--- src/hdl/cbl_pkg.sv ---
`default_nettype none

package cbl_pkg;

    localparam int CAPACITY_DEF   = 64;
    localparam int INDEX_BITS_DEF = 24;

    // Operation codes carried by the mode field.
    localparam logic [2:0] MODE_CLEAR  = 3'd0;
    localparam logic [2:0] MODE_APPEND = 3'd1;
    localparam logic [2:0] MODE_QUERY  = 3'd2;
    localparam logic [2:0] MODE_INSERT = 3'd3;
    localparam logic [2:0] MODE_ERASE  = 3'd4;
    localparam logic [2:0] MODE_SPLIT  = 3'd5;

    // Result status codes.
    localparam logic [1:0] STAT_OK        = 2'd0;
    localparam logic [1:0] STAT_NOT_FOUND = 2'd1;
    localparam logic [1:0] STAT_FULL      = 2'd2;
    localparam logic [1:0] STAT_STOP_MISS = 2'd3;

    typedef enum logic [3:0] {
        S_IDLE,
        S_SCAN,
        S_NBR,
        S_COPY,
        S_SPLIT_SCAN,
        S_EMIT_RD,
        S_EMIT_LD,
        S_EMIT_WAIT,
        S_RESP,
        S_WAIT
    } state_t;

endpackage

`default_nettype wire

--- src/hdl/cbl_mem.sv ---
`default_nettype none

module cbl_mem
    import cbl_pkg::*;
#(
    parameter int DEPTH = CAPACITY_DEF,
    parameter int WIDTH = INDEX_BITS_DEF,
    localparam int AW = (DEPTH > 1) ? $clog2(DEPTH) : 1
)
(
    input  wire logic             clk,
    input  wire logic             we,
    input  wire logic [AW-1:0]    waddr,
    input  wire logic [WIDTH-1:0] wdata,
    input  wire logic             re,
    input  wire logic [AW-1:0]    raddr,
    output logic      [WIDTH-1:0] rdata
);

    logic [WIDTH-1:0] ram [DEPTH];
    logic [WIDTH-1:0] rdata_reg;

    always_ff @(posedge clk)
    begin
        if (we)
        begin
            ram[waddr] <= wdata;
        end
    end

    always_ff @(posedge clk)
    begin
        if (re)
        begin
            rdata_reg <= ram[raddr];
        end
    end

    assign rdata = rdata_reg;

endmodule

`default_nettype wire

--- src/hdl/cbl_seq.sv ---
`default_nettype none

module cbl_seq
    import cbl_pkg::*;
#(
    parameter int CAPACITY   = CAPACITY_DEF,
    parameter int INDEX_BITS = INDEX_BITS_DEF,
    localparam int AW = (CAPACITY > 1) ? $clog2(CAPACITY) : 1,
    localparam int CW = $clog2(CAPACITY + 1)
)
(
    input  wire logic                  clk,
    input  wire logic                  rst_n,
    input  wire logic                  in_valid,
    output logic                       in_stall,
    input  wire logic [2:0]            mode,
    input  wire logic [INDEX_BITS-1:0] point,
    input  wire logic [INDEX_BITS-1:0] anchor,
    input  wire logic [INDEX_BITS-1:0] stop_point,
    output logic                       out_valid,
    input  wire logic                  out_stall,
    output logic      [1:0]            status,
    output logic                       found,
    output logic      [INDEX_BITS-1:0] prev_point,
    output logic      [INDEX_BITS-1:0] next_point,
    output logic      [CW-1:0]         count,
    output logic      [INDEX_BITS-1:0] removed_point,
    output logic                       removed_valid,
    output logic                       last,
    output logic                       mem_we,
    output logic      [AW-1:0]         mem_waddr,
    output logic      [INDEX_BITS-1:0] mem_wdata,
    output logic                       mem_re,
    output logic      [AW-1:0]         mem_raddr,
    input  wire logic [INDEX_BITS-1:0] mem_rdata
);

    state_t                  state_reg, state_next;
    logic [2:0]              mode_reg, mode_next;
    logic [INDEX_BITS-1:0]   point_reg, point_next;
    logic [INDEX_BITS-1:0]   key_reg, key_next;
    logic [INDEX_BITS-1:0]   stop_reg, stop_next;
    logic [CW-1:0]           cnt_reg, cnt_next;
    logic [CW-1:0]           fin_reg, fin_next;
    logic [CW-1:0]           idx_reg, idx_next;
    logic [CW-1:0]           num_reg, num_next;
    logic [CW-1:0]           rem_reg, rem_next;
    logic [CW-1:0]           len_reg, len_next;
    logic [AW-1:0]           pos_reg, pos_next;
    logic [AW-1:0]           src_reg, src_next;
    logic [AW-1:0]           dst_reg, dst_next;
    logic [AW-1:0]           cur_reg, cur_next;
    logic                    step_dn_reg, step_dn_next;
    logic [1:0]              status_reg, status_next;

    logic                    rd_vld_reg;
    state_t                  rd_tag_reg;
    logic [AW-1:0]           rd_idx_reg;

    logic                    out_vld_reg, out_vld_next;
    logic [1:0]              out_status_reg, out_status_next;
    logic                    out_found_reg, out_found_next;
    logic [INDEX_BITS-1:0]   out_prev_reg, out_prev_next;
    logic [INDEX_BITS-1:0]   out_nxt_reg, out_nxt_next;
    logic [CW-1:0]           out_count_reg, out_count_next;
    logic [INDEX_BITS-1:0]   out_rem_reg, out_rem_next;
    logic                    out_rvalid_reg, out_rvalid_next;
    logic                    out_last_reg, out_last_next;

    logic [AW-1:0]           last_idx;
    logic [INDEX_BITS-1:0]   cmp_key;
    logic                    cmp_eq;
    logic                    rd_hit;

    function automatic logic [AW-1:0] wrap_inc(input logic [AW-1:0] a,
                                               input logic [AW-1:0] lim);
        wrap_inc = (a == lim) ? '0 : AW'(a + AW'(1));
    endfunction

    // The single comparator is shared by the key search and the stop search.
    assign last_idx = AW'(cnt_reg - CW'(1));
    assign cmp_key  = (state_reg == S_SPLIT_SCAN) ? stop_reg : key_reg;
    assign cmp_eq   = (mem_rdata == cmp_key);
    assign rd_hit   = rd_vld_reg && (rd_tag_reg == state_reg);
    assign in_stall = (state_reg != S_IDLE);

    always_comb
    begin
        logic [CW:0]   end_pos;
        logic [CW-1:0] split_r;
        logic          split_done;

        end_pos         = '0;
        split_r         = '0;
        split_done      = 1'b0;

        state_next      = state_reg;
        mode_next       = mode_reg;
        point_next      = point_reg;
        key_next        = key_reg;
        stop_next       = stop_reg;
        cnt_next        = cnt_reg;
        fin_next        = fin_reg;
        idx_next        = idx_reg;
        num_next        = num_reg;
        rem_next        = rem_reg;
        len_next        = len_reg;
        pos_next        = pos_reg;
        src_next        = src_reg;
        dst_next        = dst_reg;
        cur_next        = cur_reg;
        step_dn_next    = step_dn_reg;
        status_next     = status_reg;
        out_vld_next    = out_vld_reg;
        out_status_next = out_status_reg;
        out_found_next  = out_found_reg;
        out_prev_next   = out_prev_reg;
        out_nxt_next    = out_nxt_reg;
        out_count_next  = out_count_reg;
        out_rem_next    = out_rem_reg;
        out_rvalid_next = out_rvalid_reg;
        out_last_next   = out_last_reg;
        mem_we          = 1'b0;
        mem_waddr       = '0;
        mem_wdata       = '0;
        mem_re          = 1'b0;
        mem_raddr       = '0;

        unique case (state_reg)
            S_IDLE:
            begin
                if (in_valid)
                begin
                    mode_next       = mode;
                    point_next      = point;
                    key_next        = ((mode == MODE_QUERY) || (mode == MODE_ERASE))
                                      ? point : anchor;
                    stop_next       = stop_point;
                    status_next     = STAT_OK;
                    fin_next        = cnt_reg;
                    idx_next        = '0;
                    num_next        = '0;
                    out_found_next  = 1'b0;
                    out_prev_next   = '0;
                    out_nxt_next    = '0;
                    out_rem_next    = '0;
                    out_rvalid_next = 1'b0;
                    state_next      = S_RESP;
                    unique case (mode) inside
                        MODE_CLEAR:
                        begin
                            cnt_next = '0;
                            fin_next = '0;
                        end
                        MODE_APPEND:
                        begin
                            if (cnt_reg == CW'(CAPACITY))
                            begin
                                status_next = STAT_FULL;
                            end
                            else
                            begin
                                mem_we    = 1'b1;
                                mem_waddr = AW'(cnt_reg);
                                mem_wdata = point;
                                cnt_next  = cnt_reg + CW'(1);
                                fin_next  = cnt_reg + CW'(1);
                            end
                        end
                        MODE_QUERY, MODE_ERASE, MODE_SPLIT:
                        begin
                            if (cnt_reg == '0)
                            begin
                                status_next = STAT_NOT_FOUND;
                            end
                            else
                            begin
                                state_next = S_SCAN;
                            end
                        end
                        MODE_INSERT:
                        begin
                            if (cnt_reg == CW'(CAPACITY))
                            begin
                                status_next = STAT_FULL;
                            end
                            else if (cnt_reg == '0)
                            begin
                                status_next = STAT_NOT_FOUND;
                            end
                            else
                            begin
                                state_next = S_SCAN;
                            end
                        end
                        default:
                        begin
                            state_next = S_RESP;
                        end
                    endcase
                end
            end

            S_SCAN:
            begin
                // Reads stream one per cycle; each compare sees the read before.
                if (idx_reg < cnt_reg)
                begin
                    mem_re    = 1'b1;
                    mem_raddr = AW'(idx_reg);
                    idx_next  = idx_reg + CW'(1);
                end
                if (rd_hit)
                begin
                    if (cmp_eq)
                    begin
                        pos_next = rd_idx_reg;
                        idx_next = '0;
                        num_next = '0;
                        case (mode_reg)
                            MODE_QUERY:
                            begin
                                out_found_next = 1'b1;
                                state_next     = S_NBR;
                            end
                            MODE_INSERT:
                            begin
                                src_next     = last_idx;
                                dst_next     = AW'(cnt_reg);
                                step_dn_next = 1'b1;
                                len_next     = cnt_reg - CW'(rd_idx_reg);
                                fin_next     = cnt_reg + CW'(1);
                                state_next   = S_COPY;
                            end
                            MODE_ERASE:
                            begin
                                src_next     = AW'(rd_idx_reg + AW'(1));
                                dst_next     = rd_idx_reg;
                                step_dn_next = 1'b0;
                                len_next     = cnt_reg - CW'(rd_idx_reg) - CW'(1);
                                fin_next     = cnt_reg - CW'(1);
                                state_next   = S_COPY;
                            end
                            MODE_SPLIT:
                            begin
                                cur_next   = wrap_inc(rd_idx_reg, last_idx);
                                state_next = S_SPLIT_SCAN;
                            end
                            default:
                            begin
                                state_next = S_RESP;
                            end
                        endcase
                    end
                    else if (rd_idx_reg == last_idx)
                    begin
                        status_next = STAT_NOT_FOUND;
                        state_next  = S_RESP;
                    end
                end
            end

            S_NBR:
            begin
                if (idx_reg == CW'(0))
                begin
                    mem_re    = 1'b1;
                    mem_raddr = (pos_reg == '0) ? last_idx : AW'(pos_reg - AW'(1));
                    idx_next  = CW'(1);
                end
                else if (idx_reg == CW'(1))
                begin
                    mem_re        = 1'b1;
                    mem_raddr     = wrap_inc(pos_reg, last_idx);
                    out_prev_next = mem_rdata;
                    idx_next      = CW'(2);
                end
                else
                begin
                    out_nxt_next = mem_rdata;
                    state_next   = S_RESP;
                end
            end

            S_COPY:
            begin
                // Read at src, write the returned word at dst in the following cycle.
                if (idx_reg < len_reg)
                begin
                    mem_re    = 1'b1;
                    mem_raddr = src_reg;
                    src_next  = step_dn_reg ? AW'(src_reg - AW'(1)) : AW'(src_reg + AW'(1));
                    idx_next  = idx_reg + CW'(1);
                end
                if (rd_hit)
                begin
                    mem_we    = 1'b1;
                    mem_waddr = dst_reg;
                    mem_wdata = mem_rdata;
                    dst_next  = step_dn_reg ? AW'(dst_reg - AW'(1)) : AW'(dst_reg + AW'(1));
                    num_next  = num_reg + CW'(1);
                end
                else if (num_reg == len_reg)
                begin
                    cnt_next = fin_reg;
                    if (mode_reg == MODE_INSERT)
                    begin
                        mem_we    = 1'b1;
                        mem_waddr = pos_reg;
                        mem_wdata = point_reg;
                    end
                    state_next = (mode_reg == MODE_SPLIT) ? S_IDLE : S_RESP;
                end
            end

            S_SPLIT_SCAN:
            begin
                if (idx_reg < cnt_reg)
                begin
                    mem_re    = 1'b1;
                    mem_raddr = cur_reg;
                    cur_next  = wrap_inc(cur_reg, last_idx);
                    idx_next  = idx_reg + CW'(1);
                end
                if (rd_hit)
                begin
                    if (cmp_eq)
                    begin
                        split_r    = num_reg;
                        split_done = 1'b1;
                    end
                    else if ((num_reg + CW'(1)) == cnt_reg)
                    begin
                        split_r     = cnt_reg;
                        split_done  = 1'b1;
                        status_next = STAT_STOP_MISS;
                    end
                    else
                    begin
                        num_next = num_reg + CW'(1);
                    end
                end
                if (split_done)
                begin
                    rem_next     = split_r;
                    fin_next     = cnt_reg - split_r;
                    step_dn_next = 1'b0;
                    // The removed run either ends before the list end or wraps to
                    // the front; in both cases the survivors slide down in order.
                    end_pos = (CW+1)'(pos_reg) + (CW+1)'(split_r) + (CW+1)'(1);
                    if (end_pos <= (CW+1)'(cnt_reg))
                    begin
                        src_next = AW'(end_pos);
                        dst_next = AW'(pos_reg + AW'(1));
                        len_next = CW'((CW+1)'(cnt_reg) - end_pos);
                    end
                    else
                    begin
                        src_next = AW'(end_pos - (CW+1)'(cnt_reg));
                        dst_next = '0;
                        len_next = cnt_reg - split_r;
                    end
                    cur_next   = wrap_inc(pos_reg, last_idx);
                    idx_next   = '0;
                    num_next   = '0;
                    state_next = (split_r == '0) ? S_RESP : S_EMIT_RD;
                end
            end

            S_EMIT_RD:
            begin
                mem_re     = 1'b1;
                mem_raddr  = cur_reg;
                cur_next   = wrap_inc(cur_reg, last_idx);
                state_next = S_EMIT_LD;
            end

            S_EMIT_LD:
            begin
                out_rem_next    = mem_rdata;
                out_rvalid_next = 1'b1;
                out_status_next = status_reg;
                out_count_next  = fin_reg;
                out_last_next   = ((idx_reg + CW'(1)) == rem_reg);
                out_vld_next    = 1'b1;
                idx_next        = idx_reg + CW'(1);
                state_next      = S_EMIT_WAIT;
            end

            S_EMIT_WAIT:
            begin
                if (!out_stall)
                begin
                    out_vld_next = 1'b0;
                    if (idx_reg == rem_reg)
                    begin
                        idx_next   = '0;
                        num_next   = '0;
                        state_next = S_COPY;
                    end
                    else
                    begin
                        state_next = S_EMIT_RD;
                    end
                end
            end

            S_RESP:
            begin
                out_status_next = status_reg;
                out_count_next  = fin_reg;
                out_last_next   = 1'b1;
                out_vld_next    = 1'b1;
                state_next      = S_WAIT;
            end

            S_WAIT:
            begin
                if (!out_stall)
                begin
                    out_vld_next = 1'b0;
                    state_next   = S_IDLE;
                end
            end

            default:
            begin
                state_next = S_IDLE;
            end
        endcase
    end

    always_ff @(posedge clk or negedge rst_n)
    begin
        if (!rst_n)
        begin
            state_reg   <= S_IDLE;
            cnt_reg     <= '0;
            out_vld_reg <= 1'b0;
            rd_vld_reg  <= 1'b0;
        end
        else
        begin
            state_reg   <= state_next;
            cnt_reg     <= cnt_next;
            out_vld_reg <= out_vld_next;
            rd_vld_reg  <= mem_re;
        end
    end

    always_ff @(posedge clk)
    begin
        mode_reg       <= mode_next;
        point_reg      <= point_next;
        key_reg        <= key_next;
        stop_reg       <= stop_next;
        fin_reg        <= fin_next;
        idx_reg        <= idx_next;
        num_reg        <= num_next;
        rem_reg        <= rem_next;
        len_reg        <= len_next;
        pos_reg        <= pos_next;
        src_reg        <= src_next;
        dst_reg        <= dst_next;
        cur_reg        <= cur_next;
        step_dn_reg    <= step_dn_next;
        status_reg     <= status_next;
        rd_tag_reg     <= state_reg;
        rd_idx_reg     <= mem_raddr;
        out_status_reg <= out_status_next;
        out_found_reg  <= out_found_next;
        out_prev_reg   <= out_prev_next;
        out_nxt_reg    <= out_nxt_next;
        out_count_reg  <= out_count_next;
        out_rem_reg    <= out_rem_next;
        out_rvalid_reg <= out_rvalid_next;
        out_last_reg   <= out_last_next;
    end

    assign out_valid     = out_vld_reg;
    assign status        = out_status_reg;
    assign found         = out_found_reg;
    assign prev_point    = out_prev_reg;
    assign next_point    = out_nxt_reg;
    assign count         = out_count_reg;
    assign removed_point = out_rem_reg;
    assign removed_valid = out_rvalid_reg;
    assign last          = out_last_reg;

endmodule

`default_nettype wire

--- src/hdl/cyclic_boundary_list.sv ---
// Cyclic boundary list: keeps up to CAPACITY point indices as a ring and serves one
// command at a time (clear, append, query, insert before an anchor, erase, split).
// Entries sit in a single-port-write, registered-read RAM that a small sequencer walks
// one word per cycle while it searches or copies, with one shared comparator for all
// searches. A query searches for the point and then reads the neighbors of its match;
// insert and erase search and then shift the tail of the list by one place; split
// searches the anchor and then the stop entry, emits each removed index as its own
// result, then compacts the survivors one per cycle. Input is stalled for the whole
// command, and each result waits in the output register until the far side takes the
// transfer. There is no clearing pass after reset.
`default_nettype none

module cyclic_boundary_list
    import cbl_pkg::*;
#(
    parameter int CAPACITY   = CAPACITY_DEF,
    parameter int INDEX_BITS = INDEX_BITS_DEF,
    localparam int AW = (CAPACITY > 1) ? $clog2(CAPACITY) : 1,
    localparam int CW = $clog2(CAPACITY + 1)
)
(
    input  wire logic                  clk,
    input  wire logic                  rst_n,
    input  wire logic                  in_valid,
    output logic                       in_stall,
    input  wire logic [2:0]            mode,
    input  wire logic [INDEX_BITS-1:0] point,
    input  wire logic [INDEX_BITS-1:0] anchor,
    input  wire logic [INDEX_BITS-1:0] stop_point,
    output logic                       out_valid,
    input  wire logic                  out_stall,
    output logic      [1:0]            status,
    output logic                       found,
    output logic      [INDEX_BITS-1:0] prev_point,
    output logic      [INDEX_BITS-1:0] next_point,
    output logic      [CW-1:0]         count,
    output logic      [INDEX_BITS-1:0] removed_point,
    output logic                       removed_valid,
    output logic                       last
);

    logic                  mem_we;
    logic [AW-1:0]         mem_waddr;
    logic [INDEX_BITS-1:0] mem_wdata;
    logic                  mem_re;
    logic [AW-1:0]         mem_raddr;
    logic [INDEX_BITS-1:0] mem_rdata;

    cbl_seq #(
        .CAPACITY   (CAPACITY),
        .INDEX_BITS (INDEX_BITS)
    ) u_seq (
        .clk           (clk),
        .rst_n         (rst_n),
        .in_valid      (in_valid),
        .in_stall      (in_stall),
        .mode          (mode),
        .point         (point),
        .anchor        (anchor),
        .stop_point    (stop_point),
        .out_valid     (out_valid),
        .out_stall     (out_stall),
        .status        (status),
        .found         (found),
        .prev_point    (prev_point),
        .next_point    (next_point),
        .count         (count),
        .removed_point (removed_point),
        .removed_valid (removed_valid),
        .last          (last),
        .mem_we        (mem_we),
        .mem_waddr     (mem_waddr),
        .mem_wdata     (mem_wdata),
        .mem_re        (mem_re),
        .mem_raddr     (mem_raddr),
        .mem_rdata     (mem_rdata)
    );

    cbl_mem #(
        .DEPTH (CAPACITY),
        .WIDTH (INDEX_BITS)
    ) u_mem (
        .clk   (clk),
        .we    (mem_we),
        .waddr (mem_waddr),
        .wdata (mem_wdata),
        .re    (mem_re),
        .raddr (mem_raddr),
        .rdata (mem_rdata)
    );

endmodule

`default_nettype wire

--- config.mk ---
export PLATFORM = sky130hd
export DESIGN_NAME = cyclic_boundary_list
export DESIGN_NICKNAME = d
export VERILOG_FILES = /design/src/hdl/cbl_pkg.sv /design/src/hdl/cbl_mem.sv /design/src/hdl/cbl_seq.sv /design/src/hdl/cyclic_boundary_list.sv
export SDC_FILE = /design/constraint.sdc
export NUM_CORES = 2
export LEC_CHECK = 0
export ABC_AREA = 1
export BUFFER_PORTS_ARGS = -buffer_cell sky130_fd_sc_hd__buf_2
export CELL_PAD_IN_SITES_DETAIL_PLACEMENT = 0
export CELL_PAD_IN_SITES_GLOBAL_PLACEMENT = 1
export CORE_ASPECT_RATIO = 2
export CORE_MARGIN = 2
export CORE_UTILIZATION = 45
export CTS_BUF_LIST = sky130_fd_sc_hd__clkbuf_4 sky130_fd_sc_hd__clkbuf_8
export CTS_CLUSTER_DIAMETER = 120
export DETAILED_ROUTE_END_ITERATION = 8
export PLACE_DENSITY_LB_ADDON = 0.1
export SLEW_MARGIN = 15
export SYNTH_ARGS = -nofsm -noshare
export SYNTH_HDL_FRONTEND = slang
export SYNTH_SLANG_ARGS = --single-unit
--- constraint.sdc ---
create_clock -name clk -period 8.2 [get_ports clk]
set_clock_uncertainty 0.2 [all_clocks]
set_input_delay 0.82 -clock clk [delete_from_list [all_inputs] [get_ports clk]]
set_output_delay 0.82 -clock clk [all_outputs]
set_load 0.005 [all_outputs]
# Yosys cells after proc, flatten, opt, wreduce, memory -nomap -nowiden

Memory sizes are Yosys's and may differ from the RTL's. A register that Yosys moved wholly into a read port is not among the register bits.
Index checks and enable logic that the tools add are counted.

Register bits: 244
Memory bits (writable): 1536
Bits of input ports: 79
Output and inout bits: 86
Logic and storage cells: 313
Memories kept: 1

$add $sub $neg: 19
Order comparisons: 3
Equal/unequal tests: 58
Mux-type cells: 159
Reductions and logical operators: 44

Memories:

| name      | words | width | read ports | clocked after Yosys merged registers in | wr ports | RTL line      | RTL |
|---|---|---|---|---|---|---|---|
| u_mem.ram | 64    | 24    | 1          | 1                                       | 1        | cbl_mem.sv:20 | `logic [WIDTH-1:0] ram [DEPTH];` |

Operators with widths:

| operator                                                                | number |
|---|---|
| 24-bit 2-to-1 mux                                                       | 13 |
| 7-bit 2-to-1 mux                                                        | 32 |
| 6-bit 2-to-1 mux                                                        | 32 |
| 24-bit case mux with 2 select lines                                     | 4 |
| 7-bit case mux with 2 select lines                                      | 5 |
| 4-bit 2-to-1 mux                                                        | 15 |
| 6-bit case mux with 3 select lines                                      | 3 |
| 7-bit case mux with 7 select lines                                      | 1 |
| 4-bit case mux with 10 select lines                                     | 1 |
| 6-bit case mux with 2 select lines                                      | 3 |
| 7-bit case mux with 5 select lines                                      | 1 |
| 6-bit by 1-bit adder with 6-bit output, second input constant           | 5 |
| 6-bit case mux with 5 select lines                                      | 1 |
| 7-bit equality test                                                     | 4 |
| 1-bit 2-to-1 mux                                                        | 25 |
| 24-bit equality test                                                    | 1 |
| 2-bit inequality test, second input constant                            | 12 |
| 6-bit AND reduction                                                     | 4 |
| 7-bit by 1-bit adder with 7-bit output, second input constant           | 3 |
| 7-bit zero test                                                         | 3 |
| 7-bit case mux with 3 select lines                                      | 1 |
| 2-bit by 1-bit inequality test with 1-bit output, second input constant | 10 |
| 10-bit AND reduction                                                    | 2 |
| 6-bit equality test                                                     | 3 |
| other kinds (46)                                                        | 99 |

# Depth between registers and ports, before layout

Word-level depth: 12
Depth in mapped cells: 34
Gate-level depth less buffers: 32

# Modules after synthesis

A second synthesis with hierarchy kept.

Cells, all modules: 6996
Area total of the unflattened synthesis: 78185.0 µm²

Modules (own cells, without submodules):

| module  | times used | cells each | area each (µm²) | sequential area each (µm²) |
|---|---|---|---|---|
| cbl_mem | 1          | 5248       | 63053.0         | 46844.9 |
| cbl_seq | 1          | 1748       | 15132.0         | 7161.9 |

# Worst setup path before layout

Ideal clock, no wire load.

Kind: input -> register
Start: input in_valid
End: memory u_mem.ram[32][0] (netlist name) (enable)
Library setup time: 0.466 ns
Arrival: 7.698 ns
Required time: 7.534 ns
Setup slack: -0.164 ns
Cell stages on the path: 8
Buffers on the path: 0
Cell sequence: inv_1 > nor2_1 > inv_1 > nor2_1 > clkinv_1 > nand3_1 > nand3_1 > nor4_1

Word-level cells in the longest chain between the ends: 4
Elaborated cells on any way between the ends: 6
Those cells by class: mux (6)

RTL lines:

| item                                   | RTL line                   | RTL |
|---|---|---|
| from (decl)                            | cyclic_boundary_list.sv:24 | `input wire logic in_valid,` |
| 1-bit 2-to-1 mux                       | cbl_seq.sv:132             | `if (in_valid)` |
| 1-bit case mux with 2 select lines     | cbl_seq.sv:129             | `unique case (state_reg)` |
| 1-bit 2-to-1 mux                       | cbl_mem.sv:25              | `if (we)` |
| 1-bit 2-to-1 mux (implied by the code) | cbl_mem.sv:27              | `ram[waddr] <= wdata;` |
| to (decl)                              | cbl_mem.sv:20              |  |

Several ways; a longest one is shown, not always the timed one.

# Final worst setup path

Start: register u_seq.state_reg[0]
End: register u_seq.len_reg[6] (data pin)

Word-level cells in the longest chain between the ends: 12
Elaborated cells on any way between the ends: 17
Those cells by class: add/sub (4); order compare (1); eq/ne (4); mux (7); reduce/logical (1)

RTL lines:

| item                                                                                                 | RTL line                       | RTL |
|---|---|---|
| from (decl)                                                                                          | cbl_seq.sv:38                  | `state_t state_reg, state_next;` |
| from (signal assigned)                                                                               | cbl_seq.sv:444                 | `state_reg <= state_next;` |
| 4-bit by 3-bit equality test with 1-bit output                                                       | cbl_seq.sv:82, cbl_seq.sv:129  |  |
| 24-bit 2-to-1 mux                                                                                    | cbl_seq.sv:82                  | `assign cmp_key = (state_reg == S_SPLIT_SCAN) ? stop_reg : key_reg;` |
| 24-bit equality test                                                                                 | cbl_seq.sv:83                  | `assign cmp_eq = (mem_rdata == cmp_key);` |
| 7-bit 2-to-1 mux                                                                                     | cbl_seq.sv:327                 | `if (cmp_eq)` |
| 7-bit 2-to-1 mux                                                                                     | cbl_seq.sv:325                 | `if (rd_hit)` |
| 7-bit 2-to-1 mux                                                                                     | cbl_seq.sv:129                 |  |
| 6-bit by 7-bit adder with 8-bit output                                                               | cbl_seq.sv:350                 | `end_pos = (CW+1)'(pos_reg) + (CW+1)'(split_r) + (CW+1)'(1);` |
| 8-bit by 1-bit adder with 8-bit output                                                               | cbl_seq.sv:350                 |  |
| 7-bit subtractor / 8-bit by 7-bit less-or-equal comparator with 1-bit output (equally long branches) | cbl_seq.sv:355, cbl_seq.sv:351 |  |
| 7-bit 2-to-1 mux                                                                                     | cbl_seq.sv:351                 | `if (end_pos <= (CW+1)'(cnt_reg))` |
| 7-bit 2-to-1 mux                                                                                     | cbl_seq.sv:343                 | `if (split_done)` |
| 7-bit case mux with 2 select lines *                                                                 | cbl_seq.sv:129                 |  |
| net u_seq.len_next[6]                                                                                | cbl_seq.sv:48                  | `logic [CW-1:0] len_reg, len_next;` |
| to (signal assigned)                                                                                 | cbl_seq.sv:461                 | `len_reg <= len_next;` |
| to (decl)                                                                                            | cbl_seq.sv:48                  |  |

The timed path passes the listed nets; every way through them passes the cells marked *. The select of a mux whose other input is x is not followed.
A chain may end at the register's enable or synchronous reset.

==> results.cfg <==
[status]
status = complete, no violations

[yosys]
ys_warn_count = 0
ys_ff_latch = 1804
synth_area_leaders = edfxtp_1 66%, nand2_1 9.4%, nand3_1 7.9%, inv_1 6.2%, o211ai_1 1.3%
yosysTopAreaCell = edfxtp_1
synth.distinct_cells = 57
syn_nets = 7980
synthCells = 7828
avgSynthCellArea_um2 = 10.4
synth_top_area_share_pct = 65.8
syn_area_um2 = 81200
seq_area_frac_synth_pct = 66.5

[timing]
worst_pin_slew_ps = 1140
fin_tns_setup_ps = 0
hold_viol = 0
drv_slew = 0
clock.fmax_mhz = 143
fin_ws_ps = 1200
period_minus_slack_ps = 7000
rsz0062_at_grt = no
max-slew-margin-rel_pct = 23.8
min_period_over_period_pct = 85.4
setup_viol = 0

[clock_tree]
ctsLongestPathBuffers = 4
insertion_delay_ps = 940
cts_sinks = 1804
clkTransAtPathRegs_ps = 70
cts_made_buffers = 275
htree_levels = 5
cts-root-buf = clkbuf_8
ctsResizeCount = 0
cts_tree = done

[setup_path]
startpoint_type = flop
endpoint_kind = flop
cp.arrival_ps = 7480
cpPeakStageDelay_ps = 530
reg2reg_from = u_seq.state_reg[0]$_DFFE_PN0P_
ff2ff_path_depth = 27
r2r_slack_ps = 1200
required_ps = 8680
cp_common_cell = nor2_1
critPathMaxFanout = 41
regToRegEndpoint = u_seq.len_reg[6]$_DFFE_PP_
critical_path_class = flop to flop
slowest_stage = xor2_1

[grt]
grt.overflow.total = 0
grt_pass1_wl_mm = 388
grt_antenna_before_repair = 6
grt_pass1_vias = 55892
grtUsageTotal_pct = 29.1
grt_max_degree = 133

[cells_and_area]
fillCellCount = 16193
instances_no_fill = 10680
nets = 8308
final_cell_mix = 2041 x nand2_1, 1781 x edfxtp_1, 1349 x inv_1, 1285 x nand3_1, 285 x clkbuf_8
largest_register_ffs = 1536
area_delta_synth_final_pct = 12.9
fin_area_um2 = 91700
final_common_cell = nand2_1
regMostFlops = u_mem.ram
drive_gt1_share_pct = 11.1

[power_and_ir_drop]
p_leak_nw = 38.0
ir_drop_uv = 142
power_density_nw_per_um2 = 263

[routing]
dr_total_vias = 56982
drt-initial-drc-count = 4674
ant_nets = 0
wl_per_cell_um = 25.3
routed_wl_mm = 270
drt_first_pass_iters = 8
drc = 0
viasPerCell = 5.34

[floorplan]
die-area_um2 = 184000
core-area_um2 = 179000
die_x_um = 304
initial_core_util_pct = 45.3
die_h_um = 605
pin_count = 165
fp-row-count = 220

[worst_hold_path]
min_path_cells = 3
hold_class = input port to flop
min_delay_worst_endpoint = u_seq.key_reg[1]$_DFFE_PP_
hp-start = anchor[1]

[placed_design]
place_area_um2 = 85700
dpl.hpwl_mm = 169
gp_congestion = 0.981
dpl.cell_count = 10144
detailedPlace.worstSlack_ps = 1190
io_buffers = 164

[run]
drv_cap = 0
-- cells in the mapped netlist (all sizes together) --
| cell type | instances |
|---|---|
| nand2 | 2049 |
| edfxtp | 1781 |
| inv | 1358 |
| nand3 | 1287 |
| buf | 278 |
| nor2 | 256 |
| o21ai | 169 |
| o211ai | 143 |
| clkbuf | 100 |
| xor2 | 79 |
| a21oi | 68 |
| ha | 66 |
| o221ai | 36 |
| nand4 | 22 |
| nor3 | 20 |
| xnor2 | 18 |
| dfrtp | 13 |
| o22ai | 12 |
| clkinv | 10 |
| dfxtp | 10 |
| or2 | 10 |
| nor4 | 8 |
| fa | 7 |
| a211oi | 4 |
| a31oi | 4 |
| o21bai | 4 |
| o21a | 3 |
| nand3b | 2 |
| o31ai | 2 |
| a22oi | 1 |
| and2 | 1 |
| and3 | 1 |
| nor3b | 1 |
| o2111ai | 1 |
| o22a | 1 |
| o311ai | 1 |
| o32ai | 1 |
| o41ai | 1 |
-- repair_timing --
item | in CTS | in global routing
setup buffers | 0 | 0
hold buffers | 64 | 0
endpoints found under the hold margin | 76 | 0
-- final cells by class --
type / instances / area [um2] / share of cell area [%]
sequential: 1804 / 54000 / 58.9
multi-input combinational: 4278 / 20900 / 22.8
inverter: 1368 / 5150 / 5.61
clock buffer: 374 / 4590 / 5.01
timing repair buffer: 429 / 3400 / 3.71
tap: 2331 / 2920 / 3.18
clock inverter: 92 / 731 / 0.797
antenna: 4 / 10.0 / 0.0109
-- cell families after synthesis --
logic type / synth area share [%]
simple gates: 19.2
flops: 66.5
buf+inv: 8.62
compound gates: 3.50
xor+xnor: 1.05
fa+ha+maj: 1.19
-- metrics by stage --
| step | hold WS (ps) | utilization, % | power (mW) |
|---|---|---|---|
| after detailed placement | 232 | 47.7 | 16.7 |
| after CTS | 9.60 | 51.1 | 24.3 |
| final | 52.2 | 51.1 | 24.2 |
| after global routing | 42.3 | 51.1 | 25.2 |
| after floorplan | 200 | - | 14.2 |
| after global placement | 235 | 47.7 | 16.7 |
-- layer usage --
metal / track usage (%) / vias up / wire length, um
li1: - / 26594 / -
met1: 31.9 / 28018 / 97500
met2: 53.0 / 1781 / 141000
met3: 3.70 / 589 / 12300
met4: 18.8 / 0 / 19300
met5: 0 / - / 0
-- where the power goes --
| part | switching, mW | internal, mW | total, mW |
|---|---|---|---|
| clock network | 3.54 | 4.00 | 7.54 |
| logic | 4.31 | 1.54 | 5.85 |
| registers | 0.238 | 10.5 | 10.8 |
| total | 8.09 | 16.1 | 24.2 |
-- worst max path at each step --
| stage | startpoint | end | slack (ps) | cells after the start |
|---|---|---|---|---|
| 3_3_place_gp | u_seq.state_reg[0]$_DFFE_PN0P_ | u_seq.len_reg[6]$_DFFE_PP_ | 1140 | 27 |
| 2_1_floorplan | in_valid | u_mem.ram[32][0]$_DFFE_PP_ | 1240 | 8 |
| 3_5_place_dp | u_seq.state_reg[0]$_DFFE_PN0P_ | u_seq.len_reg[6]$_DFFE_PP_ | 1190 | 27 |
| 4_1_cts | u_seq.state_reg[0]$_DFFE_PN0P_ | u_seq.len_reg[6]$_DFFE_PP_ | 1170 | 27 |
| 5_1_grt | u_seq.state_reg[0]$_DFFE_PN0P_ | u_seq.len_reg[6]$_DFFE_PP_ | 760 | 27 |
| 6_report | u_seq.state_reg[0]$_DFFE_PN0P_ | u_seq.len_reg[6]$_DFFE_PP_ | 1200 | 27 |
-- worst max-delay path: cells and delay by family (launching register included) --
kind	cells	cell delay, ps
xor gates and xnor gates	2	690
buffers and inverters	4	960
AOI/OAI and AO/OA	4	880
adders and majority gates	3	1050
DFF	1	420
and+or+nand+nor	14	2500
No activity file was read; power rests on OpenSTA's default activity.
